===== src/hdl/sfla_pkg.sv =====
`timescale 1ns / 1ps

package sfla_pkg;

  // Input transaction: one push or pop request
  typedef struct packed {
    logic        req_type;
    logic [31:0] request_size;
    logic [39:0] free_value;
  } req_t;

  // Output transaction: one result per request
  typedef struct packed {
    logic [2:0]  status;
    logic [34:0] granted_size;
    logic [39:0] popped_value;
  } rsp_t;

  typedef enum logic [2:0] {
    ST_PUSHED = 3'd0,
    ST_POPPED = 3'd1,
    ST_NONE   = 3'd2,
    ST_RANGE  = 3'd3,
    ST_NOPAGE = 3'd4
  } status_e;

  localparam logic REQ_PUSH = 1'b0;
  localparam logic REQ_POP  = 1'b1;

  // Commands from the controller to the datapath
  typedef struct packed {
    logic    capture;
    logic    dir_rd_push;
    logic    dir_rd_scan;
    logic    pg_rd_tgt;
    logic    push_write;
    logic    pg_rd_scan;
    logic    pop_take;
    logic    scan_init;
    logic    scan_inc;
    logic    out_load;
    status_e out_code;
  } cmd_t;

  // Status flags from the datapath to the controller
  typedef struct packed {
    logic range_bad;
    logic req_pop;
    logic first_nopage;
    logic push_nopage;
    logic scan_end;
    logic dir_empty;
    logic cnt_zero;
    logic out_free;
  } sts_t;

endpackage


===== src/hdl/sfla_ctrl.sv =====
`timescale 1ns / 1ps

module sfla_ctrl (
  input  logic            clk,
  input  logic            rst,
  input  logic            req_valid,
  output logic            req_ready,
  input  sfla_pkg::sts_t  sts,
  output sfla_pkg::cmd_t  cmd
);
  import sfla_pkg::*;

  typedef enum logic [8:0] {
    S_IDLE   = 9'b000000001,
    S_DECODE = 9'b000000010,
    S_P_DIR  = 9'b000000100,
    S_P_PAGE = 9'b000001000,
    S_CHK    = 9'b000010000,
    S_S_DIR  = 9'b000100000,
    S_S_CNT  = 9'b001000000,
    S_S_SLOT = 9'b010000000,
    S_DONE   = 9'b100000000
  } state_t;

  state_t  state, state_next;
  status_e code, code_next;

  // Sequence one request through the datapath
  always_comb begin
    state_next = state;
    code_next  = code;
    cmd        = '0;
    cmd.out_code = code;
    req_ready  = 1'b0;
    case (state)
      S_IDLE: begin
        req_ready = 1'b1;
        if (req_valid) begin
          cmd.capture = 1'b1;
          state_next  = S_DECODE;
        end
      end
      S_DECODE: begin
        if (sts.range_bad) begin
          code_next  = ST_RANGE;
          state_next = S_DONE;
        end else if (!sts.req_pop) begin
          cmd.dir_rd_push = 1'b1;
          state_next      = S_P_DIR;
        end else begin
          cmd.scan_init = 1'b1;
          state_next    = S_CHK;
        end
      end
      S_P_DIR: begin
        if (sts.first_nopage) begin
          code_next  = ST_NOPAGE;
          state_next = S_DONE;
        end else begin
          cmd.pg_rd_tgt = 1'b1;
          state_next    = S_P_PAGE;
        end
      end
      S_P_PAGE: begin
        if (sts.push_nopage) begin
          code_next = ST_NOPAGE;
        end else begin
          cmd.push_write = 1'b1;
          code_next      = ST_PUSHED;
        end
        state_next = S_DONE;
      end
      S_CHK: begin
        if (sts.scan_end) begin
          code_next  = ST_NONE;
          state_next = S_DONE;
        end else begin
          cmd.dir_rd_scan = 1'b1;
          state_next      = S_S_DIR;
        end
      end
      S_S_DIR: begin
        if (sts.dir_empty) begin
          cmd.scan_inc = 1'b1;
          state_next   = S_CHK;
        end else begin
          cmd.pg_rd_scan = 1'b1;
          state_next     = S_S_CNT;
        end
      end
      S_S_CNT: begin
        if (sts.cnt_zero) begin
          cmd.scan_inc = 1'b1;
          state_next   = S_CHK;
        end else begin
          cmd.pop_take = 1'b1;
          state_next   = S_S_SLOT;
        end
      end
      S_S_SLOT: begin
        code_next  = ST_POPPED;
        state_next = S_DONE;
      end
      S_DONE: begin
        if (sts.out_free) begin
          cmd.out_load = 1'b1;
          state_next   = S_IDLE;
        end
      end
      default: state_next = S_IDLE;
    endcase
  end

  always_ff @(posedge clk) begin
    if (rst) begin
      state <= S_IDLE;
      code  <= ST_NONE;
    end else begin
      state <= state_next;
      code  <= code_next;
    end
  end

endmodule


===== config.mk =====
export PLATFORM = sky130hd
export DESIGN_NAME = sfla_ctrl
export DESIGN_NICKNAME = d
export VERILOG_FILES = /design/src/hdl/sfla_pkg.sv /design/src/hdl/sfla_ctrl.sv
export SDC_FILE = /design/constraint.sdc
export NUM_CORES = 1
export LEC_CHECK = 0
export ABC_AREA = 1
export BUFFER_PORTS_ARGS = -buffer_cell sky130_fd_sc_hd__buf_2
export CAP_MARGIN = 20
export CORE_AREA = 2 2 46 48
export CTS_CLUSTER_SIZE = 30
export DETAILED_ROUTE_END_ITERATION = 16
export DIE_AREA = 0 0 48 50
export PLACE_DENSITY = 0.72
export RECOVER_POWER = 25
export SYNTH_ARGS = -nofsm -noshare
export SYNTH_HDL_FRONTEND = slang
export SYNTH_SLANG_ARGS = --single-unit

===== constraint.sdc =====
create_clock -name clk -period 1.2 [get_ports clk]
set_input_delay 0 -clock clk [delete_from_list [all_inputs] [get_ports clk]]
set_output_delay 0 -clock clk [all_outputs]
set_load 0.005 [all_outputs]

# Word level (Yosys, flattened, before mapping)

Index checks and enable logic that the tools add are counted.

Flip-flop bits (word level): 12
Word-level logic and storage cells: 58
Bits of input ports: 11

Reductions and logical operators: 4
Muxes and demuxes: 38
Eq/ne operators: 14

Operators with widths:

| operator                                      | number |
|---|---|
| case mux 9 bit (8 select lines)               | 1 |
| two-way mux 9 bit                             | 5 |
| two-way mux 1 bit                             | 23 |
| case mux 3 bit (5 select lines)               | 1 |
| two-way mux 3 bit                             | 4 |
| != test 2 bit, second input constant          | 5 |
| == test 9 x 1 -> 1 bit, second input constant | 1 |
| == test 9 x 2 -> 1 bit, second input constant | 1 |
| == test 9 x 3 -> 1 bit, second input constant | 1 |
| == test 9 x 4 -> 1 bit, second input constant | 1 |
| == test 9 x 5 -> 1 bit, second input constant | 1 |
| == test 9 x 6 -> 1 bit, second input constant | 1 |
| == test 9 x 7 -> 1 bit, second input constant | 1 |
| == test 9 x 8 -> 1 bit, second input constant | 1 |
| == test 9 bit, second input constant          | 1 |
| two-way mux 8 bit                             | 1 |
| two-way mux 7 bit                             | 1 |
| two-way mux 5 bit                             | 1 |
| nonzero test 5 bit                            | 1 |
| AND reduction 4 bit                           | 1 |
| case mux 1 bit (2 select lines)               | 1 |
| AND reduction 2 bit                           | 1 |
| OR reduction 2 bit                            | 1 |

# Logic depth before layout (Yosys ltp)

Depth after elaboration: 3
Depth in mapped cells: 9
Gate-level depth less buffers: 9

# Least setup slack after synthesis

No wires, ideal clock.

Kind: reg2reg
Start: register state[2]
End: register code[1]
Setup slack: 0.036 ns
Clock period less this slack: 1.164 ns
Data arrival time: 1.049 ns
Setup time: 0.115 ns
Stages on the path, launching flop included: 8
Required time: 1.085 ns
Path through: dfxtp_1 nor2_4 nand2_4 nor2_4 nand3_2 nand2_2 nor2_2 a21o_2

Cells in the longest elaborated chain, start to end: 3
Elaborated cells between the ends (all ways): 11

Ends and longest elaborated chain:

| what                                                                 | line             | source |
|---|---|---|
| start, declared                                                      | sfla_ctrl.sv:25  | `state_t state, state_next;` |
| start signal, assigned                                               | sfla_ctrl.sv:119 | `state <= state_next;` |
| == test 9 x 5 -> 1 bit, or another cell as far along                 | sfla_ctrl.sv:35  | `case (state)` |
| nonzero test 5 bit (no line) / != test 2 bit (equally long branches) | --               |  |
| AND reduction 4 bit (no line)                                        | --               |  |
| end signal, assigned                                                 | sfla_ctrl.sv:120 | `code <= code_next;` |
| end, declared                                                        | sfla_ctrl.sv:26  | `status_e code, code_next;` |

Several ways; a longest one is shown, not always the timed one.
A chain may end at the register's enable or synchronous reset.

==> flow_summary_export.csv <==
group,metric,value,unit
layout,finish.instance_area,1440,µm²
power,p_sw,0.315,mW
timing,tightest_slew,0.297,ns
power,netSwitchingFraction,0.316,
min_path,hold-path-endpoint,"state[8]",
floorplan,chipWidth,48,µm
timing,fin_crit_sh,1.20,
run_status,status,"finished with violations",
global_routing,grt_overflow,0,
run_status,violations,"setup timing",
floorplan,core_area,1900,µm²
detailed_routing,dr.first_iter.drc_count,32,
detailed_routing,post_drt_wl_per_cell,12.9,µm
place,io_buffers,24,
critical_path,cp.arrival,1.44,ns
layout,drive_gt1_frac,0.618,
critical_path,cp_max_fo,3,
critical_path,cp_cell_sequence,"nor2_4 -> inv_2 -> nor3_4 -> buf_4 -> nand3_2 -> o21ai_2 -> buf_2",
timing,slew_violations,0,
critical_path,crit_type,"reg -> out",
synth,synth_nets,137,
critical_path,r2r_end,"code[1]",
clock_network,htree_levels,1,
synth,yosysSeqAreaShare,0.290,
critical_path,r2r_slack,-0.22,ns
critical_path,reg2regPathDepth,8,
power,comb_power_share,0.312,
synth,ys.warnings.count,0,
critical_path,worstPathRequired,1.20,ns
clock_network,numCtsBuffers,3,
timing,post-route-min-period,1.44,ns
detailed_routing,wl,2750,µm
place,gp_congestion,0.868,
min_path,min_path_cells,2,
clock_network,cts_buffer_depth,2,
detailed_routing,drc_errors,0,
detailed_routing,firstDrtPassIters,4,
detailed_routing,viasPerCell,4.90,
global_routing,grt_pass1_vias,992,
floorplan,initial_utilization,0.436,
global_routing,antenna_found_initial,0,
layout,final_nets,199,
timing,finalSetupViolCount,18,
timing,fin_skew,0.00848,ns
power,power_density,692,nW/µm²
floorplan,die_area,2400,µm²
job,drv_cap,0,
power,leakagePower,0.744,nW
layout,antennaDiodeCount,0,
floorplan,placementRows,16,
critical_path,critPathSlowestCell,"dfxtp_2",
synth,syn_area,830,µm²
clock_network,path_clk_slew,0.08,ns
critical_path,max_stage_delay,0.34,ns
power,internal_power,0.681,mW
timing,rsz0062_at_grt,"yes",
synth,syn_area_per_cell,6.58,µm²
global_routing,grt_pass1_wl,4040,µm
clock_network,clk-insertion-delay-late,0.29,ns
layout,layout_common_cells,"buf_2 (22), buf_4 (22), nor2_1 (15), inv_1 (14), nand2_1 (14)",
critical_path,critical_path.endpoint_type,"primary output",
critical_path,cp_num_buf_inv,3,
clock_network,cts_tree,"yes",
timing,hold_viol_final,0,
power,ir_drop,0.603,mV
timing,fin_ws,-0.245,ns
synth,synth_cell_type_count,20,
global_routing,grt_use_total,0.236,
clock_network,clockRootBuffer,"clkbuf_4",
layout,area_growth,73.5,%
critical_path,timing.rr.start,"state[3]",
layout,final_util,0.757,
synth,synthCells,126,
place,dp_hpwl,1810,µm
timing,max-slew-margin-rel,0.801,
critical_path,start_kind,"flop",
power,seq_power_share,0.421,
synth,synth_seq_cells,12,
place,dpl-instance-area,1090,µm²
critical_path,critPathTopFamily,"simple AND/OR/NAND/NOR gates",
detailed_routing,detail-route-antenna-nets,0,
floorplan,pin_count,25,
power,clockPowerShare,0.267,
min_path,hold_path_class,"in -> reg",
detailed_routing,vias,1044,
min_path,worstHoldStart,"rst",
floorplan,chipHeight,50,µm
timing,fmax,692,MHz
global_routing,grt_max_degree,10,
clock_network,clock-sinks,12,
[power groups by stage]
stage               clock (mW)  sequential, mW  combinational [mW]
finish                   0.266           0.419               0.310
global route             0.289           0.421               0.334
CTS                      0.258           0.418               0.263
detailed placement           0           0.427               0.201
global placement             0           0.427               0.199
floorplan                    0           0.427               0.115
[per-layer routing]
metal	global-route usage	share of wire	wire (µm)
met5	0	0	0
met1	0.264	0.37	1030
met4	0.131	0.024	65
met3	0.0586	0.048	131
met2	0.387	0.55	1520
[worst max-delay path by stage]
stage,start,end,cells after the start
detailed placement,state[1],state[0],8
finish,state[6],cmd[4],7
floorplan,state[2],code[1],7
global route,state[3],cmd[4],7
CTS,state[7],cmd[7],7
global placement,state[1],state[0],8
[cell usage after synthesis]
master / count / share of area
nand3_2: 5 / 0.060
nand2_1: 19 / 0.086
a21o_2: 1 / 0.011
inv_2: 2 / 0.0091
inv_1: 20 / 0.090
nor2_2: 6 / 0.045
nand2_2: 4 / 0.030
o21ai_2: 1 / 0.011
dfxtp_1: 12 / 0.29
o21ai_0: 1 / 0.0060
nor2_4: 5 / 0.068
a21oi_1: 2 / 0.012
nand4_1: 1 / 0.0075
nand2_4: 2 / 0.027
nand3b_1: 2 / 0.018
nand3_1: 12 / 0.072
o21ai_1: 1 / 0.0060
nor3_1: 7 / 0.042
buf_4: 1 / 0.0091
nor2_1: 22 / 0.10
[through the flow]
stage,hold slack (ns),TNS (ns),total power [mW],std cells,setup slack [ns]
detailed placement,0.200,-0.608,0.629,191,-0.179
CTS,0.0460,-3.17,0.940,209,-0.241
global route,0.0333,-4.78,1.04,213,-0.334
floorplan,0.0262,0,0.542,126,0.0364
finish,0.0192,-3.26,0.995,213,-0.245
global placement,0.193,-0.380,0.625,191,-0.165
[layout make-up]
cell class	count	area [µm²]
multi-input combinational	91	624
fill	139	463
timing repair buffer	58	419
sequential	12	254
inverter	22	85.1
tap	27	33.8
clock buffer	3	22.5
[logic make-up (layout without fill, tap and decap cells)]
kind of cell / Yosys count / count (layout) / synth area share
and+or+nand+nor: 85 / 85 / 0.557
buffers and inverters: 23 / 83 / 0.109
DFF: 12 / 12 / 0.290
AOI/OAI and AO/OA: 6 / 6 / 0.0452
[sequential cells by signal (all words and copies together) (netlist names)]
name   count
state      9
code       3
[timing repair]
item	4_1_cts	5_1_grt
pin swaps	10	14
hold buffers	5	0
gates cloned	0	0
gates resized for setup	28	29
hold endpoints to repair	5	0
buffers inserted	10	4
endpoints found under the setup margin	19	22
(Power assumes the default switching activity.)
